<file path="src/hw/rtl/jqd_pkg.sv">
`timescale 1ns / 1ps

package jqd_pkg;

    localparam int HEADER_BYTES     = 12;
    localparam int TYPE_TABLE_SIZE  = 35;
    localparam int RES_FIFO_DEPTH   = 4;
    localparam int CFG_INDEX_W      = 8;
    localparam int CFG_DATA_W       = 32;

    localparam logic [31:0] MAX_BODY_RESET   = 32'd4194304;
    localparam logic [7:0]  MAX_HANDLE_RESET = 8'd64;

    localparam logic [CFG_INDEX_W-1:0] REG_MAX_BODY   = 8'd0;
    localparam logic [CFG_INDEX_W-1:0] REG_MAX_HANDLE = 8'd1;

    localparam logic [1:0] EV_BYTE    = 2'd0;
    localparam logic [1:0] EV_DONE    = 2'd1;
    localparam logic [1:0] EV_INVALID = 2'd2;

    localparam logic [2:0] ERR_NONE       = 3'd0;
    localparam logic [2:0] ERR_MAGIC      = 3'd1;
    localparam logic [2:0] ERR_TOO_LARGE  = 3'd2;
    localparam logic [2:0] ERR_MISSING    = 3'd3;
    localparam logic [2:0] ERR_HANDLE_LEN = 3'd4;

    localparam logic [7:0] MAGIC_NUL = 8'h00;
    localparam logic [7:0] MAGIC_R   = 8'h52;
    localparam logic [7:0] MAGIC_E   = 8'h45;
    localparam logic [7:0] MAGIC_Q   = 8'h51;
    localparam logic [7:0] MAGIC_S   = 8'h53;

    typedef struct packed {
        logic [1:0]  event_res;
        logic        is_response;
        logic [31:0] frame_type;
        logic [2:0]  arg_index;
        logic [7:0]  out_byte;
        logic [2:0]  arg_count;
        logic [2:0]  error_code;
        logic        last;
    } res_t;

    typedef struct packed {
        logic [1:0] num;
        res_t       res0;
        res_t       res1;
    } res_bundle_t;

    typedef struct packed {
        logic       unknown;
        logic [2:0] cnt;
    } arg_info_t;

    function automatic arg_info_t type_args(input logic [31:0] t);
        arg_info_t info;
        info = '{unknown: 1'b1, cnt: 3'd0};
        if (t < 32'(TYPE_TABLE_SIZE))
        begin
            unique case (t[5:0]) inside
                6'd3, 6'd4, 6'd6, 6'd9, 6'd10, 6'd24, 6'd30:
                    info = '{unknown: 1'b0, cnt: 3'd0};
                6'd1, 6'd2, 6'd8, 6'd14, 6'd15, 6'd16, 6'd17, 6'd22, 6'd26, 6'd27:
                    info = '{unknown: 1'b0, cnt: 3'd1};
                6'd13, 6'd19, 6'd23, 6'd25, 6'd28, 6'd29:
                    info = '{unknown: 1'b0, cnt: 3'd2};
                6'd7, 6'd11, 6'd12, 6'd18, 6'd21, 6'd32, 6'd33, 6'd34:
                    info = '{unknown: 1'b0, cnt: 3'd3};
                6'd31:
                    info = '{unknown: 1'b0, cnt: 3'd4};
                6'd20:
                    info = '{unknown: 1'b0, cnt: 3'd5};
                default:
                    info = '{unknown: 1'b1, cnt: 3'd0};
            endcase
        end
        return info;
    endfunction

    function automatic logic type_has_handle(input logic [31:0] t);
        logic h;
        h = 1'b0;
        if (t < 32'(TYPE_TABLE_SIZE))
        begin
            unique case (t[5:0]) inside
                6'd8, 6'd11, 6'd12, 6'd13, 6'd14, 6'd15, 6'd20, 6'd25, 6'd28, 6'd29, 6'd31:
                    h = 1'b1;
                default:
                    h = 1'b0;
            endcase
        end
        return h;
    endfunction

endpackage

</file>
<file path="src/hw/rtl/job_queue_packet_deframer_unit.sv">
`timescale 1ns / 1ps
// channel   signals                                      word
// in        in_valid, in_ready, data_byte                one stream byte
// out       out_valid, out_ready, event_res .. last      one result
// cfg       cfg_valid, cfg_ready, cfg_index, cfg_data    one register write
//
// One byte is accepted per cycle while in_ready is high; its results enter the result
// queue at the accepting edge and are offered one per cycle while out_ready is high. A
// header byte gives a result only on a bad magic byte or at the last header byte (size
// error or empty body); a body byte gives at most one, the last body byte up to two.
// in_ready follows the queue fill alone: it drops only with fewer than two free entries.
// cfg_ready is always high. Reset is asynchronous and needs no clearing pass; after an
// invalid result no further results appear until reset.

module job_queue_packet_deframer_unit
    import jqd_pkg::*;
#(
    parameter int FIFO_DEPTH = RES_FIFO_DEPTH
)
(
    input  logic                   clk,
    input  logic                   rst_n,
    input  logic                   in_valid,
    output logic                   in_ready,
    input  logic [7:0]             data_byte,
    output logic                   out_valid,
    input  logic                   out_ready,
    output logic [1:0]             event_res,
    output logic                   is_response,
    output logic [31:0]            frame_type,
    output logic [2:0]             arg_index,
    output logic [7:0]             out_byte,
    output logic [2:0]             arg_count,
    output logic [2:0]             error_code,
    output logic                   last,
    input  logic                   cfg_valid,
    output logic                   cfg_ready,
    input  logic [CFG_INDEX_W-1:0] cfg_index,
    input  logic [CFG_DATA_W-1:0]  cfg_data
);

    res_bundle_t bundle;
    res_t        head;
    logic        space_ok;
    logic        accept;

    assign cfg_ready = 1'b1;
    assign in_ready  = space_ok;
    assign accept    = in_valid && in_ready;

    jqd_decoder u_decoder (
        .clk       (clk),
        .rst_n     (rst_n),
        .accept    (accept),
        .data_byte (data_byte),
        .cfg_we    (cfg_valid && cfg_ready),
        .cfg_index (cfg_index),
        .cfg_data  (cfg_data),
        .bundle    (bundle)
    );

    jqd_res_fifo #(
        .DEPTH (FIFO_DEPTH)
    ) u_res_fifo (
        .clk       (clk),
        .rst_n     (rst_n),
        .push      (bundle),
        .space_ok  (space_ok),
        .out_valid (out_valid),
        .out_ready (out_ready),
        .head      (head)
    );

    assign event_res   = head.event_res;
    assign is_response = head.is_response;
    assign frame_type  = head.frame_type;
    assign arg_index   = head.arg_index;
    assign out_byte    = head.out_byte;
    assign arg_count   = head.arg_count;
    assign error_code  = head.error_code;
    assign last        = head.last;

endmodule

</file>
<file path="src/hw/rtl/jqd_decoder.sv">
`timescale 1ns / 1ps

module jqd_decoder
    import jqd_pkg::*;
(
    input  logic                   clk,
    input  logic                   rst_n,
    input  logic                   accept,
    input  logic [7:0]             data_byte,
    input  logic                   cfg_we,
    input  logic [CFG_INDEX_W-1:0] cfg_index,
    input  logic [CFG_DATA_W-1:0]  cfg_data,
    output res_bundle_t            bundle
);

    logic [31:0] max_body_reg;
    logic [7:0]  max_handle_reg;

    logic [3:0]  hp_reg,   hp_next;
    logic        resp_reg, resp_next;
    logic [31:0] type_reg, type_next;
    logic [31:0] blen_reg, blen_next;
    logic [31:0] bpos_reg, bpos_next;
    logic [2:0]  carg_reg, carg_next;
    logic [8:0]  fal_reg,  fal_next;
    logic        lock_reg, lock_next;

    function automatic res_t finish_res(
        input logic [31:0] t,
        input logic        resp,
        input logic [31:0] blen,
        input logic [2:0]  carg,
        input logic [8:0]  fal,
        input logic [7:0]  maxh
    );
        res_t      r;
        arg_info_t info;
        r = '0;
        info = type_args(t);
        r.is_response = resp;
        r.frame_type  = t;
        if (!info.unknown && info.cnt > 3'd1 && ({1'b0, carg} + 4'd1) < {1'b0, info.cnt})
        begin
            r.event_res  = EV_INVALID;
            r.error_code = ERR_MISSING;
        end
        else if (!info.unknown && info.cnt != 3'd0 && type_has_handle(t)
                 && fal > {1'b0, maxh})
        begin
            r.event_res  = EV_INVALID;
            r.error_code = ERR_HANDLE_LEN;
        end
        else
        begin
            r.event_res = EV_DONE;
            r.arg_count = info.unknown ? {2'b00, (blen != 32'd0)} : info.cnt;
        end
        return r;
    endfunction

    always_ff @(posedge clk or negedge rst_n)
    begin
        if (!rst_n)
        begin
            max_body_reg   <= MAX_BODY_RESET;
            max_handle_reg <= MAX_HANDLE_RESET;
        end
        else if (cfg_we)
        begin
            unique case (cfg_index)
                REG_MAX_BODY:   max_body_reg   <= cfg_data;
                REG_MAX_HANDLE: max_handle_reg <= cfg_data[7:0];
                default:        ;
            endcase
        end
    end

    always_comb
    begin
        logic        magic_ok;
        logic        emit;
        logic        want_fin;
        res_t        byte_res;
        res_t        fin;
        arg_info_t   info;

        hp_next   = hp_reg;
        resp_next = resp_reg;
        type_next = type_reg;
        blen_next = blen_reg;
        bpos_next = bpos_reg;
        carg_next = carg_reg;
        fal_next  = fal_reg;
        lock_next = lock_reg;
        bundle    = '0;
        magic_ok  = 1'b1;
        emit      = 1'b0;
        want_fin  = 1'b0;
        byte_res  = '0;
        info      = type_args(type_reg);

        if (accept && !lock_reg)
        begin
            if (hp_reg < 4'(HEADER_BYTES))
            begin
                if (hp_reg[3:2] == 2'b00)
                begin
                    case (hp_reg[1:0])
                        2'd0:    magic_ok = (data_byte == MAGIC_NUL);
                        2'd1:    magic_ok = (data_byte == MAGIC_R);
                        2'd2:    magic_ok = (data_byte == MAGIC_E);
                        default: magic_ok = (data_byte == MAGIC_Q) || (data_byte == MAGIC_S);
                    endcase
                    if (hp_reg[1:0] == 2'd3)
                        resp_next = (data_byte == MAGIC_S);
                end
                else if (hp_reg[3:2] == 2'b01)
                    type_next = {type_reg[23:0], data_byte};
                else
                    blen_next = {blen_reg[23:0], data_byte};

                if (!magic_ok)
                begin
                    bundle.num             = 2'd1;
                    bundle.res0.event_res  = EV_INVALID;
                    bundle.res0.error_code = ERR_MAGIC;
                    bundle.res0.last       = 1'b1;
                    lock_next              = 1'b1;
                    resp_next              = resp_reg;
                end
                else
                begin
                    hp_next = hp_reg + 4'd1;
                    if (hp_reg == 4'(HEADER_BYTES - 1))
                    begin
                        if (blen_next > max_body_reg)
                        begin
                            bundle.num              = 2'd1;
                            bundle.res0.event_res   = EV_INVALID;
                            bundle.res0.error_code  = ERR_TOO_LARGE;
                            bundle.res0.is_response = resp_reg;
                            bundle.res0.frame_type  = type_reg;
                            bundle.res0.last        = 1'b1;
                            lock_next               = 1'b1;
                        end
                        else if (blen_next == 32'd0)
                            want_fin = 1'b1;
                    end
                end
            end
            else
            begin
                byte_res.event_res   = EV_BYTE;
                byte_res.is_response = resp_reg;
                byte_res.frame_type  = type_reg;
                byte_res.out_byte    = data_byte;
                if (info.unknown)
                    emit = 1'b1;
                else if (info.cnt != 3'd0)
                begin
                    if (data_byte == 8'd0 && ({1'b0, carg_reg} + 4'd1) < {1'b0, info.cnt})
                        carg_next = carg_reg + 3'd1;
                    else
                    begin
                        emit               = 1'b1;
                        byte_res.arg_index = carg_reg;
                        if (carg_reg == 3'd0 && fal_reg != 9'h1FF)
                            fal_next = fal_reg + 9'd1;
                    end
                end
                bpos_next = bpos_reg + 32'd1;
                want_fin  = (bpos_next == blen_reg);
            end
        end

        fin = finish_res(type_next, resp_next, blen_next, carg_next, fal_next, max_handle_reg);
        fin.last = 1'b1;

        if (want_fin)
        begin
            if (emit)
            begin
                bundle.num  = 2'd2;
                bundle.res0 = byte_res;
                bundle.res1 = fin;
            end
            else
            begin
                bundle.num  = 2'd1;
                bundle.res0 = fin;
            end
            if (fin.event_res == EV_INVALID)
                lock_next = 1'b1;
            else
            begin
                hp_next   = 4'd0;
                type_next = 32'd0;
                blen_next = 32'd0;
                bpos_next = 32'd0;
                carg_next = 3'd0;
                fal_next  = 9'd0;
            end
        end
        else if (emit)
        begin
            bundle.num       = 2'd1;
            bundle.res0      = byte_res;
            bundle.res0.last = 1'b1;
        end
    end

    always_ff @(posedge clk or negedge rst_n)
    begin
        if (!rst_n)
        begin
            hp_reg   <= '0;
            resp_reg <= 1'b0;
            type_reg <= '0;
            blen_reg <= '0;
            bpos_reg <= '0;
            carg_reg <= '0;
            fal_reg  <= '0;
            lock_reg <= 1'b0;
        end
        else
        begin
            hp_reg   <= hp_next;
            resp_reg <= resp_next;
            type_reg <= type_next;
            blen_reg <= blen_next;
            bpos_reg <= bpos_next;
            carg_reg <= carg_next;
            fal_reg  <= fal_next;
            lock_reg <= lock_next;
        end
    end

    a_lock_silent: assert property (@(posedge clk) disable iff (!rst_n)
        lock_reg |-> bundle.num == 2'd0)
        else $error("results produced while locked");

    a_pair_order: assert property (@(posedge clk) disable iff (!rst_n)
        bundle.num == 2'd2 |-> bundle.res1.last && !bundle.res0.last
                               && bundle.res0.event_res == EV_BYTE)
        else $error("bad ordering of a result pair");

    a_lock_cause: assert property (@(posedge clk) disable iff (!rst_n)
        $rose(lock_reg) |-> $past(bundle.num != 2'd0))
        else $error("lock set without an invalid result");

endmodule

</file>
<file path="src/hw/rtl/jqd_res_fifo.sv">
`timescale 1ns / 1ps

module jqd_res_fifo
    import jqd_pkg::*;
#(
    parameter int DEPTH = RES_FIFO_DEPTH
)
(
    input  logic        clk,
    input  logic        rst_n,
    input  res_bundle_t push,
    output logic        space_ok,
    output logic        out_valid,
    input  logic        out_ready,
    output res_t        head
);

    localparam int PW = (DEPTH > 1) ? $clog2(DEPTH) : 1;
    localparam int CW = $clog2(DEPTH + 1);

    res_t          mem [DEPTH];
    logic [PW-1:0] wr_ptr_reg, wr_ptr_next;
    logic [PW-1:0] rd_ptr_reg, rd_ptr_next;
    logic [CW-1:0] count_reg,  count_next;
    logic [PW-1:0] wr_ptr_b;
    logic          pop;

    function automatic logic [PW-1:0] wrap_inc(input logic [PW-1:0] p);
        return (p == PW'(DEPTH - 1)) ? '0 : p + PW'(1);
    endfunction

    assign pop       = out_valid && out_ready;
    assign out_valid = (count_reg != '0);
    assign space_ok  = (count_reg <= CW'(DEPTH - 2));
    assign head      = mem[rd_ptr_reg];
    assign wr_ptr_b  = wrap_inc(wr_ptr_reg);

    always_comb
    begin
        wr_ptr_next = wr_ptr_reg;
        if (push.num == 2'd1)
            wr_ptr_next = wr_ptr_b;
        else if (push.num == 2'd2)
            wr_ptr_next = wrap_inc(wr_ptr_b);
        rd_ptr_next = pop ? wrap_inc(rd_ptr_reg) : rd_ptr_reg;
        count_next  = count_reg + CW'(push.num) - CW'(pop);
    end

    always_ff @(posedge clk)
    begin
        if (push.num != 2'd0)
            mem[wr_ptr_reg] <= push.res0;
        if (push.num == 2'd2)
            mem[wr_ptr_b] <= push.res1;
    end

    always_ff @(posedge clk or negedge rst_n)
    begin
        if (!rst_n)
        begin
            wr_ptr_reg <= '0;
            rd_ptr_reg <= '0;
            count_reg  <= '0;
        end
        else
        begin
            wr_ptr_reg <= wr_ptr_next;
            rd_ptr_reg <= rd_ptr_next;
            count_reg  <= count_next;
        end
    end

    a_no_overflow: assert property (@(posedge clk) disable iff (!rst_n)
        push.num != 2'd0 |-> space_ok)
        else $error("push without room");

    a_count_bound: assert property (@(posedge clk) disable iff (!rst_n)
        count_reg <= CW'(DEPTH))
        else $error("queue count out of range");

    a_head_hold: assert property (@(posedge clk) disable iff (!rst_n)
        out_valid && !out_ready |=> out_valid && $stable(head))
        else $error("waiting word changed");

endmodule

</file>
<file path="config.mk">
export PLATFORM = sky130hd
export DESIGN_NAME = job_queue_packet_deframer_unit
export DESIGN_NICKNAME = d
export VERILOG_FILES = /design/src/hw/rtl/jqd_pkg.sv /design/src/hw/rtl/job_queue_packet_deframer_unit.sv /design/src/hw/rtl/jqd_decoder.sv /design/src/hw/rtl/jqd_res_fifo.sv
export SDC_FILE = /design/constraint.sdc
export NUM_CORES = 1
export LEC_CHECK = 0
export BUFFER_PORTS_ARGS = -buffer_cell sky130_fd_sc_hd__buf_2
export CAP_MARGIN = 20
export CORE_MARGIN = 3
export CORE_UTILIZATION = 30
export CTS_CLUSTER_SIZE = 10
export DETAILED_ROUTE_END_ITERATION = 7
export PLACE_DENSITY = 0.56
export SLEW_MARGIN = 5
export SYNTH_ARGS = -nofsm -noshare
export SYNTH_HDL_FRONTEND = slang
export SYNTH_SLANG_ARGS = --single-unit
export TNS_END_PERCENT = 30
</file>
<file path="constraint.sdc">
create_clock -name clk -period 5.61 [get_ports clk]
set_input_delay 1.683 -clock clk [delete_from_list [all_inputs] [get_ports clk]]
set_output_delay 1.683 -clock clk [all_outputs]
set_load 0.03 [all_outputs]
</file>
==> impl_metrics.tcl, run 1 <==
set metrics [dict create \
    ys_types 78 \
    pin_count 109 \
    fp.dieH_microns 267.9 \
    combPwrFrac_pct 18.8 \
    max_freq_ghz 0.1921 \
    p_sw_share_pct 30.21 \
    drc 0 \
    cp_max_fo 4 \
    grt_max_degree 88 \
    reg2reg_slack_ns 0.40 \
    synth.avg_cell_area_sq_um 10.49 \
    cp_data_required_time_ns 5.88 \
    clock_path_buffers 3 \
    dp_slack_ns -0.1612 \
    top_layer "met4" \
    viasPerCell 5.191 \
    drtIter0Drc 1298 \
    setup_slack_ns 0.4039 \
    antenna_found_initial 0 \
    hold_violations 0 \
    ys_top_cells_by_area "edfxtp_1, dfrtp_1, mux4_2" \
    holdPathStages 1 \
    ant_nets 0 \
    core_sq_um 67510 \
    cts_sinks 373 \
    grt_use_total_pct 16.51 \
    status "complete, no violations" \
    cts_htree_levels 2 \
    synth_top_cell_by_area "edfxtp_1" \
    numCtsBuffers 44 \
    maxCapViolations 0 \
    ys_seq_area_share_pct 48.40 \
    grt_pass1_wl_microns 92770 \
    start_util_pct 30.47 \
    min_from "u_decoder.lock_reg$_DFF_PN0_" \
    final-seq-area_sq_um 9962 \
    slowest_stage "dfrtp_1" \
    synth_top_area_share_pct 24.52 \
    whs_ns 0.4780 \
    clkPwrFrac_pct 38.0 \
    clk_pin_slew_worst_paths_ns 0.06 \
    hold_buffers 0 \
    wl_met2_microns 28510 \
    total_power_uw 7088 \
    p_leak_uw 0.009719 \
    p_sw_uw 2141 \
    first_pass_iters 5 \
    slew_headroom_pct 23.60 \
    cpPeakStageDelay_ns 0.39 \
    wl_per_cell_microns 19.73 \
    rsz0062_at_grt "no" \
    setup_violations 0 \
    worst_path_most_repeated_cell "buf_4" \
    tightest_slew_ns 1.136 \
    portBuffers 107 \
    synth.most_common_cell "nor2_1" \
    yosys_warnings 0 \
    vdd_drop_max_mv 0.2020 \
    tritoncts "done" \
    crit_type "flip-flop to flip-flop" \
    ys_ff_latch 373 \
    fillers 6757 \
    p_int_uw 4946 \
    grt_overflow 0 \
    endpoint_kind "flip-flop" \
    hpwl_microns 41630 \
    num_rows 95 \
    holdCritPathClass "flip-flop to flip-flop" \
    grt_pass1_vias 15871 \
    gp_congestion 0.9203 \
    synthesis.nets 2080 \
    async_reset_ff_share_pct 43.16 \
    netlist_area_sq_um 20570 \
    insertion_delay_ns 0.59 \
    multiInputGateArea_sq_um 9931 \
    synthCells 1961 \
    cellPowerDensity_nw_per_um2 292.2 \
    top_register "u_res_fifo.mem" \
    p_seq_share_pct 43.2 \
    finalCriticalPeriod_ns 5.206 \
    largest_reg_flops 212 \
    r2r-start "u_decoder.type_reg[15]$_DFF_PN0_" \
    synth_edf_count 168 \
    critPathLaunchType "flip-flop" \
    wirelength_microns 59570 \
    ys.flop_type "edfxtp_1" \
    cts-root-buf "clkbuf_16" \
    clock_skew_ns 0.02411 \
    route.met3.wl_microns 2961 \
    met1Wirelength_microns 26860 \
    fin_util_pct 35.93 \
    period_share_pct 92.80 \
    cp.arrival_ns 5.48 \
    worstReg2RegEnd "u_res_fifo.mem[1][52]$_DFFE_PP_" \
    dieWidth_microns 267.9 \
    dpl_cell_area_sq_um 22840 \
    n_antenna_cell 0 \
    syn_to_final_growth_pct 17.91 \
    vias 15672 \
    synthTopCellsByCount "nor2_1, edfxtp_1, dfrtp_1, nand2_1, nor2b_1" \
    min_to "u_decoder.lock_reg$_DFF_PN0_" \
    drv_slew 0 \
    layout-drive-gt1-share_pct 19.52 \
    reg2regPathDepth 26 \
    post-route-cell-area_sq_um 24260 \
    final_nets 2229 \
    dieArea_sq_um 71750 \
]
## how the worst max path moves through the flow
| stage | endpoint | from | slack, ns | cells past startpoint |
|---|---|---|---|---|
| CTS | u_decoder.blen_reg[7]$_DFF_PN0_ | u_decoder.type_reg[16]$_DFF_PN0_ | 0.05 | 25 |
| global route | u_res_fifo.mem[3][52]$_DFFE_PP_ | u_decoder.type_reg[15]$_DFF_PN0_ | 0.02 | 26 |
| finish | u_res_fifo.mem[1][52]$_DFFE_PP_ | u_decoder.type_reg[15]$_DFF_PN0_ | 0.40 | 26 |
| global placement | u_decoder.blen_reg[7]$_DFF_PN0_ | data_byte[7] | -0.11 | 22 |
| detailed placement | u_decoder.blen_reg[7]$_DFF_PN0_ | data_byte[7] | -0.16 | 22 |
| floorplan | u_res_fifo.mem[2][0]$_DFFE_PP_ | u_decoder.hp_reg[3]$_DFF_PN0_ | -0.11 | 15 |
## cell usage in the layout, fill, tap and decap left out, types with 14 or more instances in the layout
cell,count
nor2_1,251
edfxtp_1,168
dfrtp_1,157
nor2b_1,124
nand2_1,121
buf_2,107
buf_4,102
inv_1,84
mux2i_1,75
o21ai_0,66
xnor2_1,64
ha_1,64
a21oi_1,60
mux4_2,53
clkbuf_16,44
dfxtp_1,44
nand3_1,39
mux2_2,35
nor3_1,32
nand4_1,31
clkbuf_1,31
nor4_1,27
a32oi_1,25
xor2_1,24
o22ai_1,22
nand2b_1,19
and3_1,17
buf_12,14
## power by group through the flow
| stage | logic, uW | registers [uW] | clock network [uW] |
|---|---|---|---|
| after CTS | 1350 | 3070 | 2760 |
| after detailed placement | 1350 | 3130 | 0 |
| after global routing | 1430 | 3090 | 2890 |
| final | 1330 | 3060 | 2690 |
| after floorplan | 1030 | 2970 | 0 |
| after global placement | 1340 | 3120 | 0 |
## routing by layer
metal	track usage (%)	vias to the layer above
met5	0	-
li1	-	7402
met3	2.316	75
met2	28.27	421
met1	22.12	7774
met4	4.024	0
## area by class of cell
cell class,instances,share of cell area (%)
flip-flops and latches,373,41.07
repair buffers,226,6.634
inverters,85,1.315
clock buffers,78,5.189
well taps,873,4.503
multi-input cells,1380,40.94
clock inverters,4,0.3456
## worst max-delay path, delay by kind of cell, from the launching register on
family                   cells  cell delay (ns)
multiplexers                 1             0.30
flip-flops                   1             0.39
buffers and inverters        4             0.57
AND/OR/NAND/NOR             11             1.96
AO/OA/AOI/OAI                8             1.15
adder cells (fa/ha/maj)      2             0.50
## cells by family after synthesis
family | share of synthesized area [%]
adder cells (fa/ha/maj) | 4.051
multiplexers | 11.37
buffers and inverters | 3.929
XOR/XNOR | 3.747
other | 0.01823
AND/OR/NAND/NOR | 18.37
flip-flops | 48.40
AO/OA/AOI/OAI | 10.12
## through the flow
step / setup TNS [ns] / instances
CTS: 0 / 3017
detailed placement: -14.47 / 2935
finish: 0 / 3019
global placement: -9.078 / 2934
floorplan: -9.084 / 1961
global route: 0 / 3019
## what timing repair did
action,4_1_cts,5_1_grt
setup endpoints to repair,0,135
gates resized for setup,0,12
setup buffers,0,1
(Power assumes the default switching activity.)
==> run 2: changes to the inputs <==
- RECOVER_POWER: unset -> 100
==> run 2 against run 1 <==
  * The flow now finishes with violations (max-capacitance violations, max-slew violations)
  * Setup slack got worse by 0.16 ns
  * Final cell count did not move
  * Count of clock-buffer cells in the layout did not move
  * Sequential power barely moved
  * Worst hold slack barely moved
  * Utilization fell by 0.31 points
  * Routed wire length rose by 0.35%
  * Register-to-register slack got worse by 0.02 ns
  * Critical path depth fell by 12
==> impl_metrics.tcl, run 2 (synthesis gave the netlist of run 1 again) <==
set metrics [dict create \
    hpwl_microns 41630 \
    setup_violations 0 \
    grt_pass1_vias 15871 \
    period_share_pct 95.58 \
    layout-drive-gt1-share_pct 16.12 \
    numCtsBuffers 44 \
    drv_slew 138 \
    clock_skew_ns 0.02384 \
    holdCritPathClass "flip-flop to flip-flop" \
    drc 0 \
    viasPerCell 5.197 \
    ant_nets 0 \
    cts-root-buf "clkbuf_16" \
    vias 15689 \
    first_pass_iters 5 \
    vdd_drop_max_mv 0.2020 \
    dieWidth_microns 267.9 \
    tns_ns 0 \
    grt_max_degree 88 \
    tightest_slew_ns 2.371 \
    pin_count 109 \
    status "finished with violations" \
    cts_sinks 373 \
    antenna_found_initial 0 \
    wirelength_microns 59770 \
    hold_violations 0 \
    fin_util_pct 35.61 \
    critPathLaunchType "primary input" \
    core_sq_um 67510 \
    gp_congestion 0.9203 \
    start_util_pct 30.47 \
    final_cell_mix "nor2_1, edfxtp_1, dfrtp_1" \
    clk_pin_slew_worst_paths_ns 0.06 \
    rsz0062_at_grt "no" \
    final_nets 2229 \
    num_rows 95 \
    finalCriticalPeriod_ns 5.362 \
    cp.arrival_ns 5.67 \
    maxCapViolations 2 \
    violations "max-capacitance violations, max-slew violations" \
    cts_htree_levels 2 \
    setup_slack_ns 0.2482 \
    wl_per_cell_microns 19.80 \
    cellPowerDensity_nw_per_um2 293.3 \
    endpoint_kind "flip-flop" \
    fillers 6812 \
    grt_pass1_wl_microns 92770 \
    insertion_delay_ns 0.59 \
    largest_reg_flops 212 \
    instances_no_fill 3019 \
    max_freq_ghz 0.1865 \
    tritoncts "done" \
    portBuffers 107 \
    n_antenna_cell 0 \
    layout_commonest_cell "nor2_1" \
    grt_use_total_pct 16.51 \
    crit_type "primary input to flip-flop" \
    slew_headroom_pct -58.05 \
    clock_path_buffers 3 \
    drtIter0Drc 1290 \
    cp_data_required_time_ns 5.92 \
    dp_slack_ns -0.1612 \
    cp_max_fo 30 \
    syn_to_final_growth_pct 16.88 \
    dieArea_sq_um 71750 \
    grt_overflow 0 \
    hold_buffers 0 \
    fp.dieH_microns 267.9 \
    dp.cells 2935 \
    p_leak_uw 0.009528 \
    top_register "u_res_fifo.mem" \
]
[run 2: changes by cell type in the layout (fill, tap and decap cells not counted), sizes merged]
cell    previous run  this run
clkbuf            79       152
buf              225       152
[run 2: power breakdown]
group | internal (uW) | switching (uW) | total [uW]
logic | 484 | 814 | 1300
clock network | 1530 | 1160 | 2690
registers | 2890 | 173 | 3060
[run 2: routing by layer]
metal  track usage, %  part of all wire (%)  routed length (microns)
met1            22.12                    45                    26980
met2            28.27                    48                    28680
met3            2.316                   4.9                     2933
met4            4.024                   2.0                     1177
met5                0                     0                        0
[run 2: timing repair]
action | in CTS | in global routing
setup buffers | 0 | 1
setup endpoints to repair | 0 | 135
gates resized for setup | 0 | 12
[run 2: final cells by class]
| class | count | area [sq um] | area share [%] |
|---|---|---|---|
| Clock buffer | 78 | 1259 | 5.235 |
| Clock inverter | 4 | 83.83 | 0.3487 |
| Inverter | 85 | 319.1 | 1.327 |
| Multi-Input combinational cell | 1380 | 9903 | 41.19 |
| Sequential cell | 373 | 9962 | 41.43 |
| Tap cell | 873 | 1092 | 4.543 |
| Timing Repair Buffer | 226 | 1424 | 5.922 |
[run 2: path summary, 6_finish.rpt]
kind,from,end,slack [ns],depth (start not counted)
max,data_byte[4],u_res_fifo.mem[2][48]$_DFFE_PP_,0.25,14
min,u_decoder.lock_reg$_DFF_PN0_,u_decoder.lock_reg$_DFF_PN0_,0.48,1
max reg2reg,u_decoder.type_reg[15]$_DFF_PN0_,u_decoder.blen_reg[5]$_DFF_PN0_,0.38,27
min reg2reg,u_decoder.lock_reg$_DFF_PN0_,u_decoder.lock_reg$_DFF_PN0_,0.48,1
max in group asynchronous,rst_n,u_decoder.type_reg[22]$_DFF_PN0_,1.69,2
min in group asynchronous,rst_n,u_decoder.max_handle_reg[1]$_DFFE_PN0P_,1.16,1
[run 2: per-stage QoR]
step           hold WS (ns)  instance area [sq um]  total power (uW)
3_5_place_dp         0.4631                  22840              4479
6_report             0.4778                  24040              7052
5_1_grt              0.5116                  24040              7363
3_3_place_gp         0.4537                  22840              4458
4_1_cts              0.4777                  24190              7186
2_1_floorplan        0.4419                  20620              4001
[run 2: worst max-delay path, cell delays in order]
cell       delay [ns]
buf_2            0.09
clkbuf_1         0.93
mux2_1           0.33
ha_1             0.17
nand3_1          0.10
nor3_1           0.37
a21oi_1          0.13
a21o_1           0.20
nor2_1           0.21
o2111ai_1        0.37
and3_1           0.40
a21oi_2          0.16
buf_4            0.40
nor2b_1          0.09
